File: src/hw/rtl/calibrated_sensor_linearizer_defines.svh
// ----------------------------------------------------------------------------
// Sensor linearizer assertion macros
// Shared assertion shorthands, clocked on i_clk and gated by reset.
// ----------------------------------------------------------------------------
`ifndef CALIBRATED_SENSOR_LINEARIZER_DEFINES_SVH
`define CALIBRATED_SENSOR_LINEARIZER_DEFINES_SVH

// check a condition on every clock out of reset
`define CSL_ASSERT_ALWAYS(lbl, cond, msg) \
    lbl: assert property (@(posedge i_clk) disable iff (!i_rst_n) (cond)) else $error(msg);

// check that a condition implies another in the same cycle
`define CSL_ASSERT_IMPL(lbl, ante, cons, msg) \
    lbl: assert property (@(posedge i_clk) disable iff (!i_rst_n) (ante) |-> (cons)) \
        else $error(msg);

`endif

File: src/hw/rtl/csl_pkg.sv
// ----------------------------------------------------------------------------
// Sensor linearizer package
// Shared types, register codes and reset values.
// ----------------------------------------------------------------------------
`timescale 1ns / 1ps
`default_nettype none
package csl_pkg;

    localparam int TABLE_DEPTH_DEF  = 16;
    localparam int READING_BITS_DEF = 20;
    localparam int QUEUE_DEPTH      = 4;
    localparam int FULL_SCALE_X100  = 10000;

    localparam logic [15:0] MIN_CURRENT_RST  = 16'd4000;
    localparam logic [15:0] MAX_CURRENT_RST  = 16'd20000;
    localparam logic [15:0] STEP_CURRENT_RST = 16'd1600;

    localparam logic [1:0] CFG_MIN_CURRENT  = 2'd0;
    localparam logic [1:0] CFG_MAX_CURRENT  = 2'd1;
    localparam logic [1:0] CFG_STEP_CURRENT = 2'd2;

    localparam logic CMD_PROCESS = 1'b0;
    localparam logic CMD_STORE   = 1'b1;

    typedef struct packed {
        logic [15:0] min_ua;
        logic [15:0] max_ua;
        logic [15:0] step_ua;
    } t_cfg;

    typedef enum logic [3:0] {
        S_IDLE, S_SREQ, S_SCMP, S_X1, S_X2, S_DIFF, S_PROD, S_DIST, S_DISTW,
        S_CURQ, S_CURW, S_CLAMP, S_PMUL, S_PER, S_PERW, S_OUT
    } t_bstate;

endpackage
`default_nettype wire

File: src/hw/rtl/calibrated_sensor_linearizer.sv
// ----------------------------------------------------------------------------
// Calibrated sensor linearizer
// Linearizes sensor words through a stored descending calibration table.
//
//   channel   handshake          payload
//   input     i_valid / o_stall  i_cmd, i_raw_word, i_cal_index
//   output    o_valid / i_stall  o_reading .. o_percent_x100
//   config    i_cfg_we           i_cfg_idx, i_cfg_data
//
// A store is written to the table from the idle state, which the back end
// does not leave for it. A conversion searches the table over the single
// table read port, then runs up to three serial divisions in one divider.
// A four-entry queue lets the front accept during back-end work.
// Reset is synchronous; the table is undefined until stored.
// ----------------------------------------------------------------------------
`timescale 1ns / 1ps
`default_nettype none
`include "calibrated_sensor_linearizer_defines.svh"
module calibrated_sensor_linearizer #(
    parameter int TABLE_DEPTH  = csl_pkg::TABLE_DEPTH_DEF,
    parameter int READING_BITS = csl_pkg::READING_BITS_DEF
) (
    input  wire logic                    i_clk,
    input  wire logic                    i_rst_n,
    input  wire logic                    i_valid,
    output logic                         o_stall,
    input  wire logic                    i_cmd,
    input  wire logic [31:0]             i_raw_word,
    input  wire logic [3:0]              i_cal_index,
    output logic                         o_valid,
    input  wire logic                    i_stall,
    output logic [READING_BITS-1:0]      o_reading,
    output logic                         o_data_error,
    output logic [3:0]                   o_segment_index,
    output logic signed [15:0]           o_distance_q8,
    output logic [15:0]                  o_current_ua,
    output logic [13:0]                  o_percent_x100,
    input  wire logic                    i_cfg_we,
    input  wire logic [1:0]              i_cfg_idx,
    input  wire logic [15:0]             i_cfg_data
);
    import csl_pkg::*;

    localparam int ITEM_W = READING_BITS + 6;

    t_cfg              w_cfg;
    logic              w_push;
    logic              w_pop;
    logic              w_full;
    logic              w_empty;
    logic [ITEM_W-1:0] w_in_item;
    logic [ITEM_W-1:0] w_q_item;

    csl_front #(.READING_BITS(READING_BITS), .ITEM_W(ITEM_W)) u_front (
        .i_clk       (i_clk),
        .i_rst_n     (i_rst_n),
        .i_valid     (i_valid),
        .o_stall     (o_stall),
        .i_cmd       (i_cmd),
        .i_raw_word  (i_raw_word),
        .i_cal_index (i_cal_index),
        .i_cfg_we    (i_cfg_we),
        .i_cfg_idx   (i_cfg_idx),
        .i_cfg_data  (i_cfg_data),
        .o_cfg       (w_cfg),
        .i_full      (w_full),
        .o_push      (w_push),
        .o_item      (w_in_item)
    );

    csl_fifo #(.WIDTH(ITEM_W), .DEPTH(QUEUE_DEPTH)) u_fifo (
        .i_clk   (i_clk),
        .i_rst_n (i_rst_n),
        .i_push  (w_push),
        .i_data  (w_in_item),
        .i_pop   (w_pop),
        .o_data  (w_q_item),
        .o_full  (w_full),
        .o_empty (w_empty)
    );

    csl_back #(
        .TABLE_DEPTH  (TABLE_DEPTH),
        .READING_BITS (READING_BITS),
        .ITEM_W       (ITEM_W)
    ) u_back (
        .i_clk           (i_clk),
        .i_rst_n         (i_rst_n),
        .i_cfg           (w_cfg),
        .i_empty         (w_empty),
        .i_item          (w_q_item),
        .o_pop           (w_pop),
        .o_valid         (o_valid),
        .i_stall         (i_stall),
        .o_reading       (o_reading),
        .o_data_error    (o_data_error),
        .o_segment_index (o_segment_index),
        .o_distance_q8   (o_distance_q8),
        .o_current_ua    (o_current_ua),
        .o_percent_x100  (o_percent_x100)
    );

    `CSL_ASSERT_IMPL(a_no_push_full, w_push, !w_full, "queue push while full")
    `CSL_ASSERT_IMPL(a_no_pop_empty, w_pop, !w_empty, "queue pop while empty")
    `CSL_ASSERT_IMPL(a_per_range, o_valid, o_percent_x100 <= 14'd10000, "percent out of range")

endmodule
`default_nettype wire

File: src/hw/rtl/csl_front.sv
// ----------------------------------------------------------------------------
// Sensor linearizer front end
// Accepts commands, extracts the reading, holds configuration registers.
// ----------------------------------------------------------------------------
`timescale 1ns / 1ps
`default_nettype none
module csl_front #(
    parameter int READING_BITS = csl_pkg::READING_BITS_DEF,
    parameter int ITEM_W       = READING_BITS + 6
) (
    input  wire logic                i_clk,
    input  wire logic                i_rst_n,
    input  wire logic                i_valid,
    output logic                     o_stall,
    input  wire logic                i_cmd,
    input  wire logic [31:0]         i_raw_word,
    input  wire logic [3:0]          i_cal_index,
    input  wire logic                i_cfg_we,
    input  wire logic [1:0]          i_cfg_idx,
    input  wire logic [15:0]         i_cfg_data,
    output csl_pkg::t_cfg            o_cfg,
    input  wire logic                i_full,
    output logic                     o_push,
    output logic [ITEM_W-1:0]        o_item
);
    import csl_pkg::*;

    logic [READING_BITS-1:0] r_last;
    logic [READING_BITS-1:0] w_new;
    logic [READING_BITS-1:0] w_use;
    logic                    w_err;
    t_cfg                    r_cfg;

    assign w_err   = |i_raw_word[31:28];
    assign w_new   = i_raw_word[27 -: READING_BITS];
    assign w_use   = (i_cmd == CMD_PROCESS && !w_err) ? w_new : r_last;
    assign o_stall = i_full;
    assign o_push  = i_valid && !i_full;
    assign o_item  = {i_cmd, w_err && (i_cmd == CMD_PROCESS), i_cal_index, w_use};
    assign o_cfg   = r_cfg;

    always_ff @(posedge i_clk) begin
        if (!i_rst_n) begin
            r_last        <= '0;
            r_cfg.min_ua  <= MIN_CURRENT_RST;
            r_cfg.max_ua  <= MAX_CURRENT_RST;
            r_cfg.step_ua <= STEP_CURRENT_RST;
        end else begin
            if (o_push && i_cmd == CMD_PROCESS && !w_err) begin
                r_last <= w_new;
            end
            if (i_cfg_we) begin
                unique case (i_cfg_idx)
                    CFG_MIN_CURRENT:  r_cfg.min_ua  <= i_cfg_data;
                    CFG_MAX_CURRENT:  r_cfg.max_ua  <= i_cfg_data;
                    CFG_STEP_CURRENT: r_cfg.step_ua <= i_cfg_data;
                    default: ;
                endcase
            end
        end
    end

endmodule
`default_nettype wire

File: src/hw/rtl/csl_fifo.sv
// ----------------------------------------------------------------------------
// Sensor linearizer command queue
// Small register queue between front and back end.
// ----------------------------------------------------------------------------
`timescale 1ns / 1ps
`default_nettype none
module csl_fifo #(
    parameter int WIDTH = 26,
    parameter int DEPTH = csl_pkg::QUEUE_DEPTH
) (
    input  wire logic             i_clk,
    input  wire logic             i_rst_n,
    input  wire logic             i_push,
    input  wire logic [WIDTH-1:0] i_data,
    input  wire logic             i_pop,
    output logic [WIDTH-1:0]      o_data,
    output logic                  o_full,
    output logic                  o_empty
);
    import csl_pkg::*;

    localparam int PTR_W = $clog2(DEPTH);
    localparam int CNT_W = $clog2(DEPTH + 1);

    logic [WIDTH-1:0] r_mem [DEPTH];
    logic [PTR_W-1:0] r_wptr;
    logic [PTR_W-1:0] r_rptr;
    logic [CNT_W-1:0] r_cnt;

    assign o_data  = r_mem[r_rptr];
    assign o_full  = (r_cnt == CNT_W'(DEPTH));
    assign o_empty = (r_cnt == '0);

    always_ff @(posedge i_clk) begin
        if (i_push) begin
            r_mem[r_wptr] <= i_data;
        end
    end

    always_ff @(posedge i_clk) begin
        if (!i_rst_n) begin
            r_wptr <= '0;
            r_rptr <= '0;
            r_cnt  <= '0;
        end else begin
            if (i_push) begin
                r_wptr <= (r_wptr == PTR_W'(DEPTH - 1)) ? '0 : r_wptr + 1'b1;
            end
            if (i_pop) begin
                r_rptr <= (r_rptr == PTR_W'(DEPTH - 1)) ? '0 : r_rptr + 1'b1;
            end
            if (i_push && !i_pop) begin
                r_cnt <= r_cnt + 1'b1;
            end else if (i_pop && !i_push) begin
                r_cnt <= r_cnt - 1'b1;
            end
        end
    end

endmodule
`default_nettype wire

File: src/hw/rtl/csl_div.sv
// ----------------------------------------------------------------------------
// Sensor linearizer divider
// Signed division rounded half away from zero, one quotient bit per cycle.
// ----------------------------------------------------------------------------
`timescale 1ns / 1ps
`default_nettype none
module csl_div #(
    parameter int NUM_W = 38,
    parameter int DEN_W = 21
) (
    input  wire logic               i_clk,
    input  wire logic               i_rst_n,
    input  wire logic               i_start,
    input  wire logic signed [NUM_W-1:0] i_num,
    input  wire logic signed [DEN_W-1:0] i_den,
    output logic                    o_done,
    output logic signed [NUM_W+1:0] o_quo
);
    import csl_pkg::*;

    localparam int A_W   = NUM_W + 1;
    localparam int CNT_W = $clog2(A_W + 1);

    logic [NUM_W-1:0]      w_un;
    logic [DEN_W-1:0]      w_ud;
    logic [A_W-1:0]        r_a;
    logic [DEN_W-1:0]      r_d;
    logic [DEN_W-1:0]      r_rem;
    logic                  r_neg;
    logic [CNT_W-1:0]      r_cnt;
    logic                  r_done;
    logic [DEN_W:0]        w_trial;
    logic                  w_ge;
    logic signed [A_W:0]   w_q;

    assign w_un    = i_num[NUM_W-1] ? NUM_W'(-i_num) : NUM_W'(i_num);
    assign w_ud    = i_den[DEN_W-1] ? DEN_W'(-i_den) : DEN_W'(i_den);
    assign w_trial = {r_rem, r_a[A_W-1]};
    assign w_ge    = (w_trial >= {1'b0, r_d});
    assign w_q     = $signed({1'b0, r_a});
    assign o_quo   = r_neg ? -w_q : w_q;
    assign o_done  = r_done;

    always_ff @(posedge i_clk) begin
        if (i_start) begin
            r_a   <= A_W'(w_un) + A_W'(w_ud >> 1);
            r_d   <= w_ud;
            r_rem <= '0;
            r_neg <= i_num[NUM_W-1] ^ i_den[DEN_W-1];
        end else if (r_cnt != '0) begin
            r_a   <= {r_a[A_W-2:0], w_ge};
            r_rem <= w_ge ? DEN_W'(w_trial - {1'b0, r_d}) : DEN_W'(w_trial);
        end
    end

    always_ff @(posedge i_clk) begin
        if (!i_rst_n) begin
            r_cnt  <= '0;
            r_done <= 1'b0;
        end else begin
            r_done <= (r_cnt == CNT_W'(1));
            if (i_start) begin
                r_cnt <= CNT_W'(A_W);
            end else if (r_cnt != '0) begin
                r_cnt <= r_cnt - 1'b1;
            end
        end
    end

endmodule
`default_nettype wire

File: src/hw/rtl/csl_back.sv
// ----------------------------------------------------------------------------
// Sensor linearizer back end
// Table store, segment search, interpolation and output register.
// ----------------------------------------------------------------------------
`timescale 1ns / 1ps
`default_nettype none
module csl_back #(
    parameter int TABLE_DEPTH  = csl_pkg::TABLE_DEPTH_DEF,
    parameter int READING_BITS = csl_pkg::READING_BITS_DEF,
    parameter int ITEM_W       = READING_BITS + 6
) (
    input  wire logic                    i_clk,
    input  wire logic                    i_rst_n,
    input  csl_pkg::t_cfg                i_cfg,
    input  wire logic                    i_empty,
    input  wire logic [ITEM_W-1:0]       i_item,
    output logic                         o_pop,
    output logic                         o_valid,
    input  wire logic                    i_stall,
    output logic [READING_BITS-1:0]      o_reading,
    output logic                         o_data_error,
    output logic [3:0]                   o_segment_index,
    output logic signed [15:0]           o_distance_q8,
    output logic [15:0]                  o_current_ua,
    output logic [13:0]                  o_percent_x100
);
    import csl_pkg::*;

    localparam int R      = READING_BITS;
    localparam int SEG_W  = $clog2(TABLE_DEPTH);
    localparam int PROD_W = R + 18;
    localparam int DVN_W  = (PROD_W > 32) ? PROD_W : 32;
    localparam int DEN_W  = (R + 1 > 17) ? R + 1 : 17;
    localparam int Q_W    = DVN_W + 2;

    t_bstate r_state, n_state;

    logic [R-1:0]              r_mem [TABLE_DEPTH];
    logic [R-1:0]              r_rdata;
    logic [SEG_W-1:0]          w_raddr;
    logic                      w_mem_we;
    logic [SEG_W-1:0]          w_waddr;
    logic [31:0]               w_idx32;
    logic                      w_store;
    logic                      w_hit;
    logic                      w_last;

    logic [R-1:0]              r_rd;
    logic                      r_err;
    logic [SEG_W-1:0]          r_cnt;
    logic [SEG_W-1:0]          r_seg;
    logic [SEG_W-1:0]          w_segm1;
    logic [R-1:0]              r_x1;
    logic signed [R:0]         r_num;
    logic signed [R:0]         r_den;
    logic signed [PROD_W-1:0]  r_p1;
    logic signed [PROD_W-1:0]  r_p2;
    logic [SEG_W+15:0]         r_base;
    logic signed [Q_W-1:0]     r_q1;
    logic signed [Q_W-1:0]     r_q2;
    logic signed [Q_W-1:0]     r_q3;
    logic signed [15:0]        r_dist;
    logic [15:0]               r_cur;
    logic signed [31:0]        r_pnum;
    logic signed [16:0]        r_span;

    logic signed [Q_W:0]       w_dsum;
    logic signed [Q_W:0]       w_csum;
    logic signed [Q_W:0]       w_lo;
    logic signed [Q_W:0]       w_hi;
    logic [15:0]               w_cur;
    logic signed [15:0]        w_dist;
    logic [13:0]               w_per;
    logic [31:0]               w_seg32;

    logic                      w_div_start;
    logic signed [DVN_W-1:0]   w_div_num;
    logic signed [DEN_W-1:0]   w_div_den;
    logic                      w_div_done;
    logic signed [Q_W-1:0]     w_div_quo;
    logic                      w_out_load;
    logic                      r_out_valid;

    assign w_store = i_item[ITEM_W-1];
    assign w_idx32 = 32'(i_item[R+3:R]);
    assign w_waddr = w_idx32[SEG_W-1:0];
    assign w_hit   = (r_rdata <= r_rd);
    assign w_last  = (r_cnt == SEG_W'(TABLE_DEPTH - 2));
    assign w_segm1 = r_seg - 1'b1;

    csl_div #(.NUM_W(DVN_W), .DEN_W(DEN_W)) u_div (
        .i_clk   (i_clk),
        .i_rst_n (i_rst_n),
        .i_start (w_div_start),
        .i_num   (w_div_num),
        .i_den   (w_div_den),
        .o_done  (w_div_done),
        .o_quo   (w_div_quo)
    );

    always_comb begin
        n_state = r_state;
        unique case (r_state)
            S_IDLE:  if (!i_empty && !w_store) n_state = S_SREQ;
            S_SREQ:  n_state = S_SCMP;
            S_SCMP:  n_state = (w_hit || w_last) ? S_X1 : S_SREQ;
            S_X1:    n_state = S_X2;
            S_X2:    n_state = S_DIFF;
            S_DIFF:  n_state = S_PROD;
            S_PROD:  n_state = S_DIST;
            S_DIST:  n_state = (r_den == '0) ? S_CURQ : S_DISTW;
            S_DISTW: if (w_div_done) n_state = S_CURQ;
            S_CURQ:  n_state = (r_den == '0) ? S_CLAMP : S_CURW;
            S_CURW:  if (w_div_done) n_state = S_CLAMP;
            S_CLAMP: n_state = S_PMUL;
            S_PMUL:  n_state = S_PER;
            S_PER:   n_state = (r_span == '0) ? S_OUT : S_PERW;
            S_PERW:  if (w_div_done) n_state = S_OUT;
            S_OUT:   if (w_out_load) n_state = S_IDLE;
            default: n_state = S_IDLE;
        endcase
    end

    always_comb begin
        o_pop       = 1'b0;
        w_mem_we    = 1'b0;
        w_raddr     = r_cnt;
        w_div_start = 1'b0;
        w_div_num   = DVN_W'(r_p1);
        w_div_den   = DEN_W'(r_den);
        w_out_load  = 1'b0;
        unique case (r_state)
            S_IDLE: begin
                o_pop    = !i_empty;
                w_mem_we = !i_empty && w_store && (w_idx32 < 32'(TABLE_DEPTH));
            end
            S_X1: w_raddr = w_segm1;
            S_X2: w_raddr = r_seg;
            S_DIST: w_div_start = (r_den != '0);
            S_CURQ: begin
                w_div_start = (r_den != '0);
                w_div_num   = DVN_W'(r_p2);
            end
            S_PER: begin
                w_div_start = (r_span != '0);
                w_div_num   = DVN_W'(r_pnum);
                w_div_den   = DEN_W'(r_span);
            end
            S_OUT: w_out_load = !r_out_valid || !i_stall;
            default: ;
        endcase
    end

    always_ff @(posedge i_clk) begin
        if (w_mem_we) begin
            r_mem[w_waddr] <= i_item[R-1:0];
        end
        r_rdata <= r_mem[w_raddr];
    end

    assign w_dsum = (Q_W+1)'(r_q1) + (Q_W+1)'($signed({1'b0, w_segm1, 8'b0}));
    assign w_csum = (Q_W+1)'(r_q2) + (Q_W+1)'($signed({1'b0, r_base}))
                  + (Q_W+1)'($signed({1'b0, i_cfg.min_ua}));
    assign w_lo   = (Q_W+1)'($signed({1'b0, i_cfg.min_ua}));
    assign w_hi   = (Q_W+1)'($signed({1'b0, i_cfg.max_ua}));

    always_comb begin
        if (w_dsum > (Q_W+1)'(32767)) begin
            w_dist = 16'sh7FFF;
        end else if (w_dsum < -(Q_W+1)'(32768)) begin
            w_dist = 16'sh8000;
        end else begin
            w_dist = w_dsum[15:0];
        end
        if (w_csum < w_lo) begin
            w_cur = i_cfg.min_ua;
        end else if (w_csum > w_hi) begin
            w_cur = i_cfg.max_ua;
        end else begin
            w_cur = w_csum[15:0];
        end
    end

    always_ff @(posedge i_clk) begin
        unique case (r_state)
            S_IDLE: begin
                r_rd  <= i_item[R-1:0];
                r_err <= i_item[R+4];
                r_cnt <= '0;
                r_q1  <= '0;
                r_q2  <= '0;
                r_q3  <= '0;
            end
            S_SCMP: begin
                if (w_hit) begin
                    r_seg <= (r_cnt == '0) ? SEG_W'(1) : r_cnt;
                end else if (w_last) begin
                    r_seg <= SEG_W'(TABLE_DEPTH - 1);
                end else begin
                    r_cnt <= r_cnt + 1'b1;
                end
            end
            S_X2: r_x1 <= r_rdata;
            S_DIFF: begin
                r_num <= $signed({1'b0, r_rd}) - $signed({1'b0, r_x1});
                r_den <= $signed({1'b0, r_rdata}) - $signed({1'b0, r_x1});
            end
            S_PROD: begin
                r_p1   <= PROD_W'(r_num) <<< 8;
                r_p2   <= PROD_W'(r_num) * PROD_W'($signed({1'b0, i_cfg.step_ua}));
                r_base <= i_cfg.step_ua * w_segm1;
            end
            S_DISTW: if (w_div_done) r_q1 <= w_div_quo;
            S_CURW:  if (w_div_done) r_q2 <= w_div_quo;
            S_CLAMP: begin
                r_dist <= w_dist;
                r_cur  <= w_cur;
            end
            S_PMUL: begin
                r_pnum <= 32'($signed({1'b0, r_cur}) - $signed({1'b0, i_cfg.min_ua}))
                        * 32'(FULL_SCALE_X100);
                r_span <= $signed({1'b0, i_cfg.max_ua}) - $signed({1'b0, i_cfg.min_ua});
            end
            S_PERW: if (w_div_done) r_q3 <= w_div_quo;
            default: ;
        endcase
    end

    always_comb begin
        if (r_q3 < '0) begin
            w_per = '0;
        end else if (r_q3 > Q_W'(FULL_SCALE_X100)) begin
            w_per = 14'(FULL_SCALE_X100);
        end else begin
            w_per = r_q3[13:0];
        end
    end

    assign w_seg32 = 32'(r_seg);

    always_ff @(posedge i_clk) begin
        if (w_out_load) begin
            o_reading       <= r_rd;
            o_data_error    <= r_err;
            o_segment_index <= w_seg32[3:0];
            o_distance_q8   <= r_dist;
            o_current_ua    <= r_cur;
            o_percent_x100  <= w_per;
        end
    end

    always_ff @(posedge i_clk) begin
        if (!i_rst_n) begin
            r_state     <= S_IDLE;
            r_out_valid <= 1'b0;
        end else begin
            r_state <= n_state;
            if (w_out_load) begin
                r_out_valid <= 1'b1;
            end else if (!i_stall) begin
                r_out_valid <= 1'b0;
            end
        end
    end

    assign o_valid = r_out_valid;

endmodule
`default_nettype wire

File: config.mk
export PLATFORM = sky130hd
export DESIGN_NAME = calibrated_sensor_linearizer
export DESIGN_NICKNAME = d
export VERILOG_FILES = /design/src/hw/rtl/csl_pkg.sv /design/src/hw/rtl/calibrated_sensor_linearizer.sv /design/src/hw/rtl/csl_front.sv /design/src/hw/rtl/csl_fifo.sv /design/src/hw/rtl/csl_div.sv /design/src/hw/rtl/csl_back.sv
export VERILOG_INCLUDE_DIRS = /design/src /design/src/hw/rtl
export SDC_FILE = /design/constraint.sdc
export NUM_CORES = 2
export LEC_CHECK = 0
export ABC_AREA = 0
export BUFFER_PORTS_ARGS = -buffer_cell sky130_fd_sc_hd__buf_2
export CAP_MARGIN = 20
export CORE_MARGIN = 1.5
export CORE_UTILIZATION = 63
export DETAILED_ROUTE_END_ITERATION = 10
export GPL_ROUTABILITY_DRIVEN = 0
export GPL_TIMING_DRIVEN = 0
export PLACE_DENSITY = 0.8
export SLEW_MARGIN = 40
export SYNTH_ARGS = -nofsm -noshare
export SYNTH_HDL_FRONTEND = slang
export SYNTH_SLANG_ARGS = --single-unit
File: constraint.sdc
create_clock -name i_clk -period 18 [get_ports i_clk]
set_clock_uncertainty 0.2 [all_clocks]
set_input_delay 1.8 -clock i_clk [delete_from_list [all_inputs] [get_ports i_clk]]
set_output_delay 1.8 -clock i_clk [all_outputs]
set_load 0.05 [all_outputs]
==> results by group <==
Run status
  – Status: finished, final reports clean

Placement
  – Place WS: 9.82 ns
  – Placed cells: 7842
  – Dpl hpwl: 145000 microns
  – Placed cell areas: between 70000 and 80000 sq um
  – Port Buffers: 123

Detailed routing
  – Detailed-route DRC error count: 0
  – Router iterations before antenna repair: 9
  – Detail-routed net length per standard cell: 23.5 microns
  – 1st-iter DRT viols: 6246
  – Aggregate routed wire length: 189000 microns
  – Antenna Nets Post-Route: 0
  – DR vias: between 50000 and 60000
  – DR vias/cell: 6.28

Worst setup path
  – CP Class: register to register
  – Critical Path RT: 18.19 ns
  – CP Capture Type: register
  – Crit path launch type: register
  – Arr. time, crit path: 8.59 ns
  – Critical path's slowest cell: o41ai_1
  – CP peak stage delay: 0.68 ns
  – Largest driver fanout on the critical path: 6
  – Crit-path most repeated cell: o21ai_0

Timing
  – Slew Limit Fails: 0
  – Fin. Hold Viols: 0
  – Fin crit period: around 8.4 ns
  – Worst slew margin: 0.338
  – Max Fclk: 119 MHz
  – Final setup margin: 9.61 ns
  – Setup_tns: 0 ns
  – Slew at the pin with the worst max-slew slack: between 0.9 and 1 ns
  – Tcrit/Tclk final: 0.466
  – RSZ-0062 raised after global routing: no
  – Final setup viols: 0

Final layout
  – Area of the multi-input gates: 34400 sq um
  – # fillers: 7352
  – Post-route cell area: 75100 sq um
  – Layout area overhead: 9.90%
  – Register Area: 30300 sq um
  – Layout cells sized above 1: 0.0792
  – Non-Filler Instances: 8046
  – Final net count: 7451

Clocking
  – CTS tree: yes
  – # resized after CTS: 0
  – Clock root cell: clkbuf_16
  – Post-CTS setup repair buffer count: 0
  – Clock-pin transition on the worst setup and hold timing paths: 0.06 ns
  – CTS Buffer Depth: 3
  – H-tree depth: 3
  – CTS buffer count: around 110
  – Hold_buf cts: 0
  – Sink Count: 1053
  – Clock Latency Late Sink: 0.76 ns

Synth
  – Top post-synthesis cells by area: edfxtp_1 41%, fa_1 13%, ha_1 7.5%
  – Synth Area per Inst: roughly 11 sq um
  – Synth warn: 0
  – Post-Synth Adder-Cell Area: 0.202
  – Combinational family with the most area after synthesis: adder cells
  – #FFs+latches synth: 1053
  – Sequential area share after synthesis: 0.444
  – Cell variety after synth: 107
  – Mux share of post-synthesis cell area: 0.0236
  – Main synth FF type: edfxtp_1
  – Post-Synth Simple-Gate Area: 0.131
  – Number of synthesized flops with an enable pin: 923
  – Biggest area consumer among synthesized cells: edfxtp_1
  – Post-synth top area share: 0.406
  – Synth Area in Compound Gates: 0.104
  – Async SR Flop Fraction: 0
  – Synth Instances: 6275
  – Synth Area in XOR/XNOR: 0.0395
  – Post-synthesis cell area: about 70000 sq um
  – Syn_nets: 7179

GRT
  – GRT overflow: 0
  – All-Layer GR Usage: 0.344
  – Vias in the first global route: 49800
  – Initial antenna violation count: 7
  – First-pass GRT wire length: 288000 microns
  – Pin count of the biggest net entering global routing: 41

Power
  – Gate power share: 0.468
  – Power share of the clock group: 0.201
  – Worst vdd rail ir drop: 0.000138 V
  – Switching pwr: 0.00475 W
  – Total power: 0.0114 W
  – Sw frac: 0.416
  – Flop pwr share: 0.331
  – Pwr/cell area: 152 nW/um^2
  – Pint: 0.00666 W
  – Leakage: 30.6 nW

Floorplanning
  – I/O Pins: approximately 130
  – Overall die width: between 300 and 400 microns
  – Die area: around 110000 sq um
  – Die Ht: 332 microns
  – Core area: ~110000 sq um
  – Starting density of the core: 0.636
  – Placement row count: 120

Run
  – Max-cap violations: 0

Hold path
  – Hold WC Path Type: register to register
==> power by group through the flow <==
stage	clock [W]	sequential [W]	combinational, W
after CTS	0.00230	0.00376	0.00523
after global routing	0.00239	0.00380	0.00583
after detailed placement	0	0.00380	0.00513
after global placement	0	0.00380	0.00490
after floorplan	0	0.00363	0.00369
final	0.00230	0.00378	0.00534
==> cell usage after synthesis (all sizes together) (29+ instances only) <==
cell type and instances:
o211ai 29, o21ai 199, dfxtp 130, mux2 32, nor2 394, a21o 69
and2 251, a31oi 82, nand4 33, buf 42, xnor2 176, nand2 716
inv 742, a211oi 139, edfxtp 923, a311oi 34, clkbuf 208, fa 435
o21a 36, nor3 99, a21oi 296, and3 41, mux2i 66, nand2b 39
nand3 76, ha 409, nor4 33, xor2 128, nor2b 80
==> final timing paths <==
check | start | endpoint | slack [ns] | cells past startpoint
max | u_front.o_cfg[33] | u_back.r_pnum[31] | 9.61 | 25
min | u_back.r_dist[13] | u_back.o_distance_q8[13] | 0.21 | 0
min reg2reg | u_back.r_dist[13] | u_back.o_distance_q8[13] | 0.21 | 0
max reg2reg | u_front.o_cfg[33] | u_back.r_pnum[31] | 9.61 | 25
==> flip-flops by register name, summed over array words and instances (netlist names), 38 cells and up, named ones only <==
signal,flops
u_back.r_mem,320
u_fifo.r_mem,104
u_front.o_cfg,48
u_back.r_q1,40
u_back.r_q2,40
u_back.r_q3,40
u_back.u_div.r_a,39
u_back.r_p2,38
==> routing by layer <==
metal / up-vias / global-route usage / share of wire
li1: 22300 / - / -
met1: 24500 / 0.452 / 0.37
met2: 3106 / 0.534 / 0.45
met3: 670 / 0.0804 / 0.12
met4: 8 / 0.181 / 0.062
met5: - / 0 / 0.00037
==> cell families after synthesis <==
kind of cell               count (synthesis)
xor gates and xnor gates                 304
DFF                                     1053
adders and majority gates                844
buffers and inverters                    993
muxes                                    124
and+or+nand+nor                         1876
AOI/OAI and AO/OA                       1081
==> cells in the final DEF (no fill, tap or decap), types with 30 or more instances in the layout <==
cell type,n
dfxtp_1,130
o21a_1,36
clkbuf_16,116
a211oi_1,138
and2_1,245
nand4_1,32
nand2_1,716
buf_2,161
nor3_1,97
a311oi_1,34
mux2_2,30
nor2_1,376
a21o_1,69
ha_1,409
inv_1,739
clkbuf_1,224
a21oi_1,294
edfxtp_1,923
nor2b_1,79
o21ai_0,176
xor2_1,128
nand2b_1,39
nand3_1,75
mux2i_1,66
fa_1,435
and3_1,40
xnor2_1,167
a31oi_1,81
==> final cells by class <==
| cell class | count | area share |
|---|---|---|
| multi-input combinational | 4229 | 0.459 |
| sequential | 1053 | 0.404 |
| clock buffer | 148 | 0.0416 |
| inverter | 743 | 0.0372 |
| tap | 1403 | 0.0234 |
| timing repair buffer | 164 | 0.0137 |
| buffer | 250 | 0.0136 |
| clock inverter | 51 | 0.00770 |
| antenna | 5 | 0.000167 |
==> worst max-delay path, delay by kind of cell (launching register included) <==
family          cells  cell delay [ns]
buf+inv             3             0.30
compound gates     10             3.21
fa+ha+maj           7             2.83
simple gates        3             0.42
flops               1             0.53
xor+xnor            2             0.63
==> per-stage QoR <==
stage	utilization	hold WS, ns
final	0.699	0.213
after global routing	0.699	0.220
after detailed placement	0.664	0.205
after floorplan	-	0.200
after CTS	0.699	0.215
after global placement	0.658	0.205
(Power assumes the default switching activity.)
